$ cat src/hdl/ispm_pkg.sv
`timescale 1ns / 1ps

package ispm_pkg;

  // Field widths fixed by the register map and the payload
  localparam int unsigned WORD_W      = 16;
  localparam int unsigned COUNT_W     = 5;
  localparam int unsigned SENSOR_NO_W = 5;
  localparam int unsigned MASK_BITS   = 16;
  localparam int unsigned REG_IDX_W   = 3;
  localparam int unsigned MODE_W      = 2;
  localparam int unsigned FEAT_W      = 2;

  localparam logic [WORD_W-1:0]  TICK_MAX  = 16'hFFFF;
  localparam logic [COUNT_W-1:0] COUNT_MAX = 5'd31;
  localparam logic [WORD_W-1:0]  PRESSURE_MIN_LIMIT = 16'd1;
  localparam logic [WORD_W-1:0]  CHECK_TICKS_RESET  = 16'd10;

  // Register indexes on the configuration port
  localparam logic [REG_IDX_W-1:0] REG_USE_MODE      = 3'd0;
  localparam logic [REG_IDX_W-1:0] REG_SENSORS_ALL   = 3'd1;
  localparam logic [REG_IDX_W-1:0] REG_CHECK_TICKS   = 3'd2;
  localparam logic [REG_IDX_W-1:0] REG_ENABLE_MASK   = 3'd3;
  localparam logic [REG_IDX_W-1:0] REG_NORMAL_MASK   = 3'd4;
  localparam logic [REG_IDX_W-1:0] REG_HEAVY_MASK    = 3'd5;
  localparam logic [REG_IDX_W-1:0] REG_PRESSURE_LIM  = 3'd6;
  localparam logic [REG_IDX_W-1:0] REG_FEATURES      = 3'd7;

  // Operating modes
  localparam logic [MODE_W-1:0] MODE_DISABLED = 2'd0;
  localparam logic [MODE_W-1:0] MODE_CONTROL  = 2'd1;
  localparam logic [MODE_W-1:0] MODE_ENABLE   = 2'd2;
  localparam logic [MODE_W-1:0] MODE_ALL      = 2'd3;

  // Feature enable bits
  localparam int unsigned FEAT_PRESSURE = 0;
  localparam int unsigned FEAT_VALVE    = 1;

  // One entry of the per-sensor timer store
  typedef struct packed {
    logic              armed;
    logic [WORD_W-1:0] ticks;
  } sensor_state_t;

  // Outcome of evaluating one sensor
  typedef struct packed {
    logic          write;
    sensor_state_t next;
    logic          fire_heavy;
    logic          fire_light;
  } sensor_eval_t;

  function automatic logic [COUNT_W-1:0] sat_inc(input logic [COUNT_W-1:0] c);
    logic [COUNT_W-1:0] r;
    r = (c < COUNT_MAX) ? c + COUNT_W'(1) : c;
    return r;
  endfunction

endpackage

$ cat src/hdl/ispm_state_mem.sv
`timescale 1ns / 1ps

module ispm_state_mem #(
  parameter int unsigned DEPTH  = 16,
  parameter int unsigned ADDR_W = 4
) (
  input  logic                   clk,
  input  logic                   rst,
  input  logic                   clear_all,
  input  logic                   rd_en,
  input  logic [ADDR_W-1:0]      rd_addr,
  output ispm_pkg::sensor_state_t rd_data,
  input  logic                   wr_en,
  input  logic [ADDR_W-1:0]      wr_addr,
  input  ispm_pkg::sensor_state_t wr_data
);

  ispm_pkg::sensor_state_t mem [DEPTH];
  logic [DEPTH-1:0]        valid;
  ispm_pkg::sensor_state_t rd_raw;
  logic                    rd_hit;

  // Hold the timer words; written and read one entry a cycle
  always_ff @(posedge clk) begin
    if (wr_en) begin
      mem[wr_addr] <= wr_data;
    end
    if (rd_en) begin
      rd_raw <= mem[rd_addr];
    end
  end

  // Track which entries hold a live value; a cleared entry reads as zero
  always_ff @(posedge clk) begin
    if (rst || clear_all) begin
      valid  <= '0;
      rd_hit <= 1'b0;
    end else begin
      if (wr_en) begin
        valid[wr_addr] <= 1'b1;
      end
      if (rd_en) begin
        rd_hit <= valid[rd_addr];
      end
    end
  end

  assign rd_data = rd_hit ? rd_raw : '0;

endmodule

$ cat src/hdl/ispm_sensor_eval.sv
`timescale 1ns / 1ps

module ispm_sensor_eval (
  input  ispm_pkg::sensor_state_t       cur,
  input  logic                          checked,
  input  logic                          level,
  input  logic                          normal,
  input  logic                          heavy,
  input  logic [ispm_pkg::WORD_W-1:0]   check_ticks,
  output ispm_pkg::sensor_eval_t        res
);

  logic [ispm_pkg::WORD_W-1:0] ticks_new;

  // Arm at zero, then count up with saturation
  always_comb begin
    if (!cur.armed) begin
      ticks_new = '0;
    end else if (cur.ticks < ispm_pkg::TICK_MAX) begin
      ticks_new = cur.ticks + ispm_pkg::WORD_W'(1);
    end else begin
      ticks_new = cur.ticks;
    end
  end

  // Decide write-back and firing for one sensor
  always_comb begin
    res = '0;
    if (checked) begin
      res.write = 1'b1;
      if (level != normal) begin
        if (ticks_new >= check_ticks) begin
          res.fire_heavy = heavy;
          res.fire_light = !heavy;
        end else begin
          res.next.armed = 1'b1;
          res.next.ticks = ticks_new;
        end
      end
    end
  end

endmodule

$ cat src/hdl/interlock_sensor_persistence_monitor_unit.sv
`timescale 1ns / 1ps

// Interlock sensor persistence monitor. Each request is one 0.1 s tick with the
// sensor levels, the differential pressure and the valve-closed flag; each tick
// gives exactly one result. The per-sensor timers live in a memory with one
// read port, one write port and a registered read, walked one sensor a cycle
// through a read / evaluate / write-back pipe. The next request is taken while
// the last result still waits at the output register. Timers are cleared at once
// by valid bits, so there is no clearing pass after reset. The user must write
// configuration through cfg_we, cfg_index and cfg_data only while no tick is in
// flight; the block itself does not enforce this.
module interlock_sensor_persistence_monitor_unit #(
  parameter int unsigned SENSORS = 16
) (
  input  logic                              clk,
  input  logic                              rst,
  input  logic                              cfg_we,
  input  logic [ispm_pkg::REG_IDX_W-1:0]    cfg_index,
  input  logic [ispm_pkg::WORD_W-1:0]       cfg_data,
  input  logic                              in_valid,
  output logic                              in_ready,
  input  logic [ispm_pkg::WORD_W-1:0]       sensor_bits,
  input  logic [ispm_pkg::WORD_W-1:0]       diff_pressure,
  input  logic                              valves_all_closed,
  output logic                              out_valid,
  input  logic                              out_ready,
  output logic                              heavy_active,
  output logic                              light_active,
  output logic [ispm_pkg::WORD_W-1:0]       heavy_fired,
  output logic [ispm_pkg::WORD_W-1:0]       light_fired,
  output logic [ispm_pkg::COUNT_W-1:0]      heavy_count,
  output logic [ispm_pkg::COUNT_W-1:0]      light_count,
  output logic                              pressure_error,
  output logic                              valve_alarm
);

  localparam int unsigned IW = (SENSORS > 1) ? $clog2(SENSORS) : 1;
  localparam int unsigned CW = $clog2(SENSORS + 1);

  typedef enum logic [1:0] {
    ST_IDLE,
    ST_WALK,
    ST_FINISH
  } state_t;

  // Configuration registers
  logic [ispm_pkg::MODE_W-1:0] use_mode;
  logic                        sensors_all_enable;
  logic [ispm_pkg::WORD_W-1:0] check_ticks;
  logic [ispm_pkg::WORD_W-1:0] enable_mask;
  logic [ispm_pkg::WORD_W-1:0] normal_mask;
  logic [ispm_pkg::WORD_W-1:0] heavy_mask;
  logic [ispm_pkg::WORD_W-1:0] pressure_low_limit;
  logic [ispm_pkg::FEAT_W-1:0] feature_enables;

  // Sequencer and tick registers
  state_t                       state;
  logic [CW-1:0]                rd_cnt;
  logic                         proc_valid;
  logic [IW-1:0]                proc_idx;
  logic                         tick_off;
  logic [ispm_pkg::WORD_W-1:0]  tick_bits;
  logic [ispm_pkg::WORD_W-1:0]  tick_press;
  logic                         tick_closed;
  logic [ispm_pkg::WORD_W-1:0]  acc_hfired;
  logic [ispm_pkg::WORD_W-1:0]  acc_lfired;
  logic [ispm_pkg::COUNT_W-1:0] acc_hcount;
  logic [ispm_pkg::COUNT_W-1:0] acc_lcount;
  logic                         heavy_flag;
  logic                         light_flag;
  logic                         pressure_flag;

  logic                          disabled;
  logic                          masked;
  logic                          accept;
  logic                          rd_en;
  logic                          out_free;
  logic [ispm_pkg::SENSOR_NO_W-1:0] sensor_no;
  logic                          in_range;
  logic [3:0]                    bit_sel;
  logic                          b_enable;
  logic                          b_level;
  logic                          b_normal;
  logic                          b_heavy;
  ispm_pkg::sensor_state_t       rd_data;
  ispm_pkg::sensor_eval_t        eval;
  logic [ispm_pkg::WORD_W-1:0]   fire_bit;
  logic                          p_err;
  logic                          p_next;
  logic                          v_alarm;
  logic [ispm_pkg::COUNT_W-1:0]  h_fin;
  logic [ispm_pkg::COUNT_W-1:0]  h_mid;

  assign disabled = (use_mode == ispm_pkg::MODE_DISABLED) ||
                    (use_mode == ispm_pkg::MODE_CONTROL && !sensors_all_enable);
  assign masked   = use_mode inside {ispm_pkg::MODE_CONTROL, ispm_pkg::MODE_ENABLE};
  assign in_ready = (state == ST_IDLE);
  assign accept   = in_valid && in_ready;
  assign rd_en    = (state == ST_WALK) && (rd_cnt < CW'(SENSORS));
  assign out_free = !out_valid || out_ready;

  // Write configuration registers
  always_ff @(posedge clk) begin
    if (rst) begin
      use_mode           <= ispm_pkg::MODE_DISABLED;
      sensors_all_enable <= 1'b0;
      check_ticks        <= ispm_pkg::CHECK_TICKS_RESET;
      enable_mask        <= '0;
      normal_mask        <= '0;
      heavy_mask         <= '0;
      pressure_low_limit <= '0;
      feature_enables    <= '0;
    end else if (cfg_we) begin
      case (cfg_index)
        ispm_pkg::REG_USE_MODE:     use_mode <= cfg_data[ispm_pkg::MODE_W-1:0];
        ispm_pkg::REG_SENSORS_ALL:  sensors_all_enable <= cfg_data[0];
        ispm_pkg::REG_CHECK_TICKS:  check_ticks <= cfg_data;
        ispm_pkg::REG_ENABLE_MASK:  enable_mask <= cfg_data;
        ispm_pkg::REG_NORMAL_MASK:  normal_mask <= cfg_data;
        ispm_pkg::REG_HEAVY_MASK:   heavy_mask <= cfg_data;
        ispm_pkg::REG_PRESSURE_LIM: pressure_low_limit <= cfg_data;
        ispm_pkg::REG_FEATURES:     feature_enables <= cfg_data[ispm_pkg::FEAT_W-1:0];
        default: ;
      endcase
    end
  end

  // Timer store
  ispm_state_mem #(
    .DEPTH  (SENSORS),
    .ADDR_W (IW)
  ) u_mem (
    .clk       (clk),
    .rst       (rst),
    .clear_all (accept && disabled),
    .rd_en     (rd_en),
    .rd_addr   (rd_cnt[IW-1:0]),
    .rd_data   (rd_data),
    .wr_en     (proc_valid && eval.write),
    .wr_addr   (proc_idx),
    .wr_data   (eval.next)
  );

  // Pick this sensor's mask and level bits; sensors past the masks read as zero
  assign sensor_no = ispm_pkg::SENSOR_NO_W'(proc_idx);
  assign in_range  = (sensor_no < ispm_pkg::SENSOR_NO_W'(ispm_pkg::MASK_BITS));
  assign bit_sel   = sensor_no[3:0];
  assign b_enable  = in_range && enable_mask[bit_sel];
  assign b_level   = in_range && tick_bits[bit_sel];
  assign b_normal  = in_range && normal_mask[bit_sel];
  assign b_heavy   = in_range && heavy_mask[bit_sel];
  assign fire_bit  = in_range ? (ispm_pkg::WORD_W'(1) << bit_sel) : '0;

  ispm_sensor_eval u_eval (
    .cur         (rd_data),
    .checked     (!masked || b_enable),
    .level       (b_level),
    .normal      (b_normal),
    .heavy       (b_heavy),
    .check_ticks (check_ticks),
    .res         (eval)
  );

  // Close the tick: pressure and valve checks on top of the sensor counts
  always_comb begin
    p_err   = (pressure_low_limit > ispm_pkg::PRESSURE_MIN_LIMIT) &&
              (tick_press < pressure_low_limit);
    p_next  = feature_enables[ispm_pkg::FEAT_PRESSURE] ? p_err : pressure_flag;
    v_alarm = feature_enables[ispm_pkg::FEAT_VALVE] && tick_closed;
    h_mid   = (feature_enables[ispm_pkg::FEAT_PRESSURE] && p_err) ?
              ispm_pkg::sat_inc(acc_hcount) : acc_hcount;
    h_fin   = v_alarm ? ispm_pkg::sat_inc(h_mid) : h_mid;
  end

  // Sequence the walk, accumulate, and hold the result register
  always_ff @(posedge clk) begin
    if (rst) begin
      state         <= ST_IDLE;
      rd_cnt        <= '0;
      proc_valid    <= 1'b0;
      heavy_flag    <= 1'b0;
      light_flag    <= 1'b0;
      pressure_flag <= 1'b0;
      out_valid     <= 1'b0;
    end else begin
      proc_valid <= rd_en;
      if (out_valid && out_ready && state != ST_FINISH) begin
        out_valid <= 1'b0;
      end
      case (state)
        ST_IDLE: begin
          if (accept) begin
            rd_cnt <= '0;
            state  <= disabled ? ST_FINISH : ST_WALK;
          end
        end
        ST_WALK: begin
          if (rd_en) begin
            rd_cnt <= rd_cnt + CW'(1);
          end else if (!proc_valid) begin
            state <= ST_FINISH;
          end
        end
        ST_FINISH: begin
          if (out_free) begin
            out_valid <= 1'b1;
            state     <= ST_IDLE;
            if (tick_off) begin
              heavy_flag <= 1'b0;
              light_flag <= 1'b0;
            end else begin
              pressure_flag <= p_next;
              if (h_fin == '0 && acc_lcount == '0) begin
                heavy_flag <= 1'b0;
                light_flag <= 1'b0;
              end else begin
                if (h_fin != '0) begin
                  heavy_flag <= 1'b1;
                end
                if (acc_lcount != '0) begin
                  light_flag <= 1'b1;
                end
              end
            end
          end
        end
        default: state <= ST_IDLE;
      endcase
    end
  end

  // Latch the request and run the per-tick accumulators
  always_ff @(posedge clk) begin
    if (accept) begin
      tick_off    <= disabled;
      tick_bits   <= sensor_bits;
      tick_press  <= diff_pressure;
      tick_closed <= valves_all_closed;
      acc_hfired  <= '0;
      acc_lfired  <= '0;
      acc_hcount  <= '0;
      acc_lcount  <= '0;
    end else if (proc_valid) begin
      if (eval.fire_heavy) begin
        acc_hfired <= acc_hfired | fire_bit;
        acc_hcount <= ispm_pkg::sat_inc(acc_hcount);
      end
      if (eval.fire_light) begin
        acc_lfired <= acc_lfired | fire_bit;
        acc_lcount <= ispm_pkg::sat_inc(acc_lcount);
      end
    end
    proc_idx <= rd_cnt[IW-1:0];
  end

  // Load the result payload
  always_ff @(posedge clk) begin
    if (state == ST_FINISH && out_free) begin
      if (tick_off) begin
        heavy_fired <= '0;
        light_fired <= '0;
        heavy_count <= '0;
        light_count <= '0;
        valve_alarm <= 1'b0;
      end else begin
        heavy_fired <= acc_hfired;
        light_fired <= acc_lfired;
        heavy_count <= h_fin;
        light_count <= acc_lcount;
        valve_alarm <= v_alarm;
      end
    end
  end

  assign heavy_active   = heavy_flag;
  assign light_active   = light_flag;
  assign pressure_error = pressure_flag;

endmodule

$ cat config.mk
export PLATFORM = sky130hd
export DESIGN_NAME = interlock_sensor_persistence_monitor_unit
export DESIGN_NICKNAME = d
export VERILOG_FILES = /design/src/hdl/ispm_pkg.sv /design/src/hdl/ispm_state_mem.sv /design/src/hdl/ispm_sensor_eval.sv /design/src/hdl/interlock_sensor_persistence_monitor_unit.sv
export SDC_FILE = /design/constraint.sdc
export NUM_CORES = 1
export LEC_CHECK = 0
export ABC_AREA = 1
export BUFFER_PORTS_ARGS = -buffer_cell sky130_fd_sc_hd__buf_2
export CELL_PAD_IN_SITES_DETAIL_PLACEMENT = 1
export CELL_PAD_IN_SITES_GLOBAL_PLACEMENT = 2
export CORE_MARGIN = 2
export CORE_UTILIZATION = 40
export DETAILED_ROUTE_END_ITERATION = 8
export PLACE_DENSITY_LB_ADDON = 0.3
export SYNTH_ARGS = -nofsm -noshare
export SYNTH_HDL_FRONTEND = slang
export SYNTH_SLANG_ARGS = --single-unit
$ cat constraint.sdc
create_clock -name clk -period 5.73 [get_ports clk]
set_input_delay 0.8595 -clock clk [delete_from_list [all_inputs] [get_ports clk]]
set_output_delay 0.8595 -clock clk [all_outputs]
set_load 0.02 [all_outputs]
### After elaboration in Yosys (flattened, before gate mapping)

Memories as Yosys holds them, arrays and structs flattened. A register that Yosys moved wholly into a read port is not among the register bits.
Cells that the tools add are included.

| word-level totals | value |
|---|---|
| register bits | 237 |
| bits in writable memories | 272 |
| bits of input ports | 57 |
| logic and storage cells | 168 |
| memories | 1 |

Memories:

| memory | words | bits a word | read ports | clocked after memory_dff | wr ports | line | source |
|---|---|---|---|---|---|---|---|
| u_mem.mem | 16 | 17 | 1 | 1 | 1 | ispm_state_mem.sv:18 | `ispm_pkg::sensor_state_t mem [DEPTH];` |

| operators by class | value |
|---|---|
| $add $sub $neg | 5 |
| magnitude comparators | 12 |
| eq/ne operators | 18 |
| shift-type cells | 1 |
| multiplexer cells | 44 |
| bitwise logic cells | 4 |
| reductions and logical operators | 52 |

Operator list:

| operator | count |
|---|---|
| $mux W16 | 3 |
| $or A16 B16 Y16 | 3 |
| $mux W17 | 2 |
| $mux W5 | 6 |
| $add A5 B1 Y5 const B | 4 |
| $bmux W1 S4 | 5 |
| $lt A5 B5 Y1 const B | 4 |
| $mux W20 | 1 |
| $reduce_and A2 Y1 | 10 |
| $mux W19 | 1 |
| $logic_and A1 B1 Y1 | 17 |
| $mux W1 | 17 |
| $add A16 B1 Y16 const B | 1 |
| $ge A16 B16 Y1 | 1 |
| $gt A16 B1 Y1 const B | 1 |
| $lt A16 B16 Y1 | 1 |
| $lt A16 B16 Y1 const B | 1 |
| $shl A1 B4 Y16 const A | 1 |
| $lt A4 B5 Y1 const B | 3 |
| $eq A3 B3 Y1 const B | 4 |
| $mux W2 | 6 |
| $reduce_and A3 Y1 | 4 |
| $logic_not A5 Y1 | 2 |
| $ne A2 B2 Y1 const B | 5 |
| other kinds (19) | 33 |

### Longest topological paths before layout

| logic depth | value |
|---|---|
| depth after elaboration | 11 |
| gate-level depth with buffers | 36 |
| mapped depth without buffers | 35 |

### Hierarchy

From an unflattened synthesis, not the netlist that was laid out.

| unflattened totals | value |
|---|---|
| cell total of the unflattened synthesis | 2197 |
| area total of the unflattened synthesis | 22285.1 um^2 |

Modules (own cells, without submodules):

| module | times used | cells an instance | area an instance (um^2) | sequential area each (um^2) |
|---|---|---|---|---|
| ispm_state_mem | 1 | 958 | 12120.4 | 9018.6 |
| interlock_sensor_persistence_monitor_unit | 1 | 1035 | 9067.4 | 5175.0 |
| ispm_sensor_eval | 1 | 204 | 1097.3 | 0.0 |

### Worst setup path after synthesis

No wires, ideal clock.

| path | value |
|---|---|
| kind | flip-flop to flip-flop |
| start | reg u_mem.rd_hit |
| end | mem u_mem.mem[0][4] (netlist name), data pin |
| arrival | 4.639 ns |
| setup slack | 0.714 ns |
| cell stages (with the launch flop) | 32 |
| buffers on the path | 1 |
| cell sequence | dfxtp_1 > buf_2 > nand2_1 > inv_1 > ha_1 > inv_1 > nor3_1 > inv_1 > nor2_1 > nand2_1 > nor2_2 > inv_1 > nand2_1 > inv_1 > nand3_1 > nor2_1 > nand2_1 > inv_1 > nor2_1 > a21oi_1 > nand2_1 > inv_1 > ha_1 > a21oi_1 > o21ai_0 > a21oi_1 > nand2_1 > a21oi_1 > inv_1 > nor3_2 > inv_2 > nor4_1 |

RTL lines:

| what | line | source |
|---|---|---|
| start, declared | ispm_state_mem.sv:21 | `logic rd_hit;` |
| start signal, assigned | ispm_state_mem.sv:43 | `rd_hit <= valid[rd_addr];` |
| end, declared | ispm_state_mem.sv:18 |  |

==> impl_summary.txt <==
----------------------------------------------------
[Outcome]
  Result of the run ... finished, final reports clean

[Floorplan]
  Die Wd ... 237 um
  Initial Util ... 0.403
  Number of top-level design ports ... 105
  Placeable Area ... 0.0537 mm2
  Number of placement rows ... 85
  Die area ... 0.0560 mm2
  Die outline height ... 237 um

[GRT]
  Remaining Overflow, GRT ... 0
  Pin count of the biggest net entering global routing ... 90
  Wire length of the first global-routing pass ... 97800 um
  Initial antenna violation count ... 0
  Via count of the first global-routing pass ... 16500
  Total routing resource utilization after global routing ... 0.229

[Clocking]
  Hold bufs inserted after CTS ... 0
  CTS H-tree lvls ... 2
  TritonCTS clock tree ... built
  Clock latency of the later-clocked register in the worst-skew pair ... 0.61 ns
  Clock Tree Root ... sky130_fd_sc_hd__clkbuf_16
  Number of clock buffers inserted by TritonCTS ... 57
  Number of clock sinks ... 526
  Number of cells upsized or downsized after cts ... 0
  Setup Buffers After CTS ... 0
  CTS max path bufs ... 3
  Clock Pin Slew Worst Setup and Hold Paths ... 0.06 ns

[STA]
  Setup slack after layout ... 0.468 ns
  Final critical-path share of the clock period ... 0.918
  Number of endpoints with negative hold slack in the final report ... 0
  Number of slew-limit violations in the final report ... 0
  Actual slew at the worst max-slew pin ... 1.18 ns
  Minimum clock period ... 5.26 ns
  Setup repair after global routing missed its margin ... true
  Worst slew margin relative to its limit ... 0.210
  Highest clock rate ... 190 MHz
  Worst Hold Slack ... 0.422 ns
  Setup violation total in the final timing report ... 0
  Worst setup skew after layout ... 0.0239 ns
  Setup Total Neg Slack ... 0 ns

[Synthesis]
  Post-Synthesis Net Count ... 2178
  Most frequent cells after synthesis ... sky130_fd_sc_hd__nor2_1, sky130_fd_sc_hd__edfxtp_1, sky130_fd_sc_hd__o21ai_0, sky130_fd_sc_hd__nand2_1, sky130_fd_sc_hd__inv_1
  Netlist Area Pre-Place ... 0.0217 mm2
  Number of synthesized flops with an enable pin ... 366
  Post-synth cell types ... 45
  Proportion of synthesized chip area in sequential cells ... 0.655
  Total of flip-flops plus latches after synthesis ... 526
  Dominant cells by area after synthesis ... sky130_fd_sc_hd__edfxtp_1, sky130_fd_sc_hd__dfxtp_1, sky130_fd_sc_hd__nor2_1
  Share of synthesized registers carrying an async set or reset ... 0
  Share of Yosys cell area claimed by the top area cell type ... 0.507
  Cell with the most instances after synthesis ... sky130_fd_sc_hd__nor2_1
  Average instance area after synthesis ... 10.4 um2
  Most used flip-flop cell after synthesis ... sky130_fd_sc_hd__edfxtp_1
  Number of instances in the synthesized netlist ... 2082
  Number of warnings issued by yosys ... 0
  Top cell type by total area after synthesis ... sky130_fd_sc_hd__edfxtp_1

[Placed design]
  Worst setup timing slack at the placement stage ... 0.313 ns
  Estimated wirelength of the detail-placed design ... 39000 um
  IO Port Bufs ... 104
  Placer's final routability congestion estimate ... 0.837

[Critical path]
  Crit path max fanout ... 16
  Type of the setup path with the least slack ... register to register
  Required @ worst endpoint ... 6.05 ns
  Slowest Stage Delay on Critical Path ... 0.55 ns
  Crit path top cell by count ... sky130_fd_sc_hd__inv_1
  Arrival time at the worst endpoint ... 5.58 ns
  CP startpoint kind ... register
  Kind of capture point of the worst setup path ... register
  Cell with the largest stage delay on the worst path ... sky130_fd_sc_hd__nor2_2

[Detailed routing]
  WL/cell ... 21.8 um
  Drt initial violations ... 931
  Via count of the routed design ... 15800
  Antenna Nets Post-Route ... 0
  Vias per Instance ... 5.41
  DRC violation count after routing ... 0
  Router iterations before antenna repair ... 5
  Total detailed-routing wirelength ... 63900 um

[Flow run]
  Max-cap violations ... 0

[Power and ir drop]
  Maximum VDD drop ... 233 uV
  Power, Total ... 0.00832 W
  P per Cell Area ... 334 mW/mm2
  Leakage Power ... 9.54 nW

[Final layout]
  Fraction of final layout cells sized beyond drive strength 1 ... 0.122
  Reg with most FFs ... u_mem.mem
  Final #Nets ... 2281
  Regs by FF count ... u_mem.mem x272, u_mem.rd_raw x17
  Filler cell count in the final layout ... 5896
  Final core utilization ... 0.464
  Register cell area after layout ... 0.0142 mm2
  Area growth from synthesis to layout ... 15.0%
  Multi-input gate area ... 0.00634 mm2
  Number of diodes added for antenna fixing ... 0
  Flip-flop count of the largest register after layout ... 272

[Min path]
  Worst hold-check path type ... input port to register

----------------------------------------------------
[layout by cell type, fill, tap and decap left out, types with 2 or more instances in the layout]
master and count:
sky130_fd_sc_hd__o21ai_1 4, sky130_fd_sc_hd__o221ai_1 29, sky130_fd_sc_hd__o22ai_1 43, sky130_fd_sc_hd__inv_1 197, sky130_fd_sc_hd__nand3_2 3, sky130_fd_sc_hd__a211oi_1 2
sky130_fd_sc_hd__clkinv_1 20, sky130_fd_sc_hd__clkinvlp_4 4, sky130_fd_sc_hd__nor2_1 361, sky130_fd_sc_hd__xnor2_1 3, sky130_fd_sc_hd__or2_1 3, sky130_fd_sc_hd__o211ai_1 14
sky130_fd_sc_hd__bufinv_16 8, sky130_fd_sc_hd__clkbuf_16 59, sky130_fd_sc_hd__o21ai_0 242, sky130_fd_sc_hd__dfxtp_1 158, sky130_fd_sc_hd__a22oi_1 28, sky130_fd_sc_hd__nand4_1 20
sky130_fd_sc_hd__buf_2 104, sky130_fd_sc_hd__o21a_1 16, sky130_fd_sc_hd__nor3_1 14, sky130_fd_sc_hd__nor2_2 20, sky130_fd_sc_hd__ha_1 39, sky130_fd_sc_hd__inv_2 7
sky130_fd_sc_hd__clkbuf_1 5, sky130_fd_sc_hd__nand2_2 2, sky130_fd_sc_hd__nand3_1 52, sky130_fd_sc_hd__a22oi_2 3, sky130_fd_sc_hd__xor2_1 5, sky130_fd_sc_hd__buf_4 37
sky130_fd_sc_hd__inv_6 2, sky130_fd_sc_hd__a21oi_1 115, sky130_fd_sc_hd__clkinv_2 11, sky130_fd_sc_hd__nor4_1 4, sky130_fd_sc_hd__nor4_2 2, sky130_fd_sc_hd__edfxtp_1 366
sky130_fd_sc_hd__a31oi_1 4, sky130_fd_sc_hd__nand2_1 210, sky130_fd_sc_hd__nor3_2 2
[critical path: cells and delay by family, from the launching register on]
family          cells  cell delay (ns)
compound gates      5             0.62
buf+inv             9             1.02
simple gates       14             2.33
flops               1             0.52
fa+ha+maj           2             0.46
[final timing paths]
kind / from / endpoint / slack (ns) / depth (start not counted)
max: u_mem.rd_hit / u_mem.mem[15][13] / 0.47 / 30
min: diff_pressure[13] / tick_press[13] / 0.42 / 1
max reg2reg: u_mem.rd_hit / u_mem.mem[15][13] / 0.47 / 30
min reg2reg: rd_cnt[3] / bit_sel[3] / 0.43 / 0
[logic make-up (layout without fill, tap and decap cells)]
group / Yosys count / after routing / synth area share
adder cells (fa/ha/maj): 39 / 39 / 0.0225
flip-flops: 526 / 526 / 0.655
buffers and inverters: 306 / 456 / 0.0550
AO/OA/AOI/OAI: 505 / 505 / 0.133
XOR/XNOR: 8 / 8 / 0.00323
AND/OR/NAND/NOR: 698 / 698 / 0.131
[routing by layer]
layer,wire [um],GRT usage
met5,0,0
met4,2150,0.0823
met3,2800,0.0273
met2,30400,0.388
met1,28500,0.303
[report_power, final]
part / internal, W / total [W] / switching (W)
logic: 0.000111 / 0.000406 / 0.000295
registers: 0.00412 / 0.00415 / 0.0000360
clock network: 0.00223 / 0.00376 / 0.00153
total: 0.00646 / 0.00832 / 0.00186
[area by class of cell]
| type | count | area share |
|---|---|---|
| tap | 696 | 0.0350 |
| multi-input combinational | 1250 | 0.255 |
| sequential | 526 | 0.570 |
| inverter | 209 | 0.0317 |
| timing repair buffer | 141 | 0.0321 |
| clock buffer | 64 | 0.0600 |
| clock inverter | 42 | 0.0166 |
[through the flow]
step | instance area, um2 | std cells
5_1_grt | 24900 | 2928
4_1_cts | 24900 | 2928
6_report | 24900 | 2928
2_1_floorplan | 21700 | 2082
3_3_place_gp | 23000 | 2822
3_5_place_dp | 23000 | 2822
Note: power is estimated with default switching activity, not from simulation.
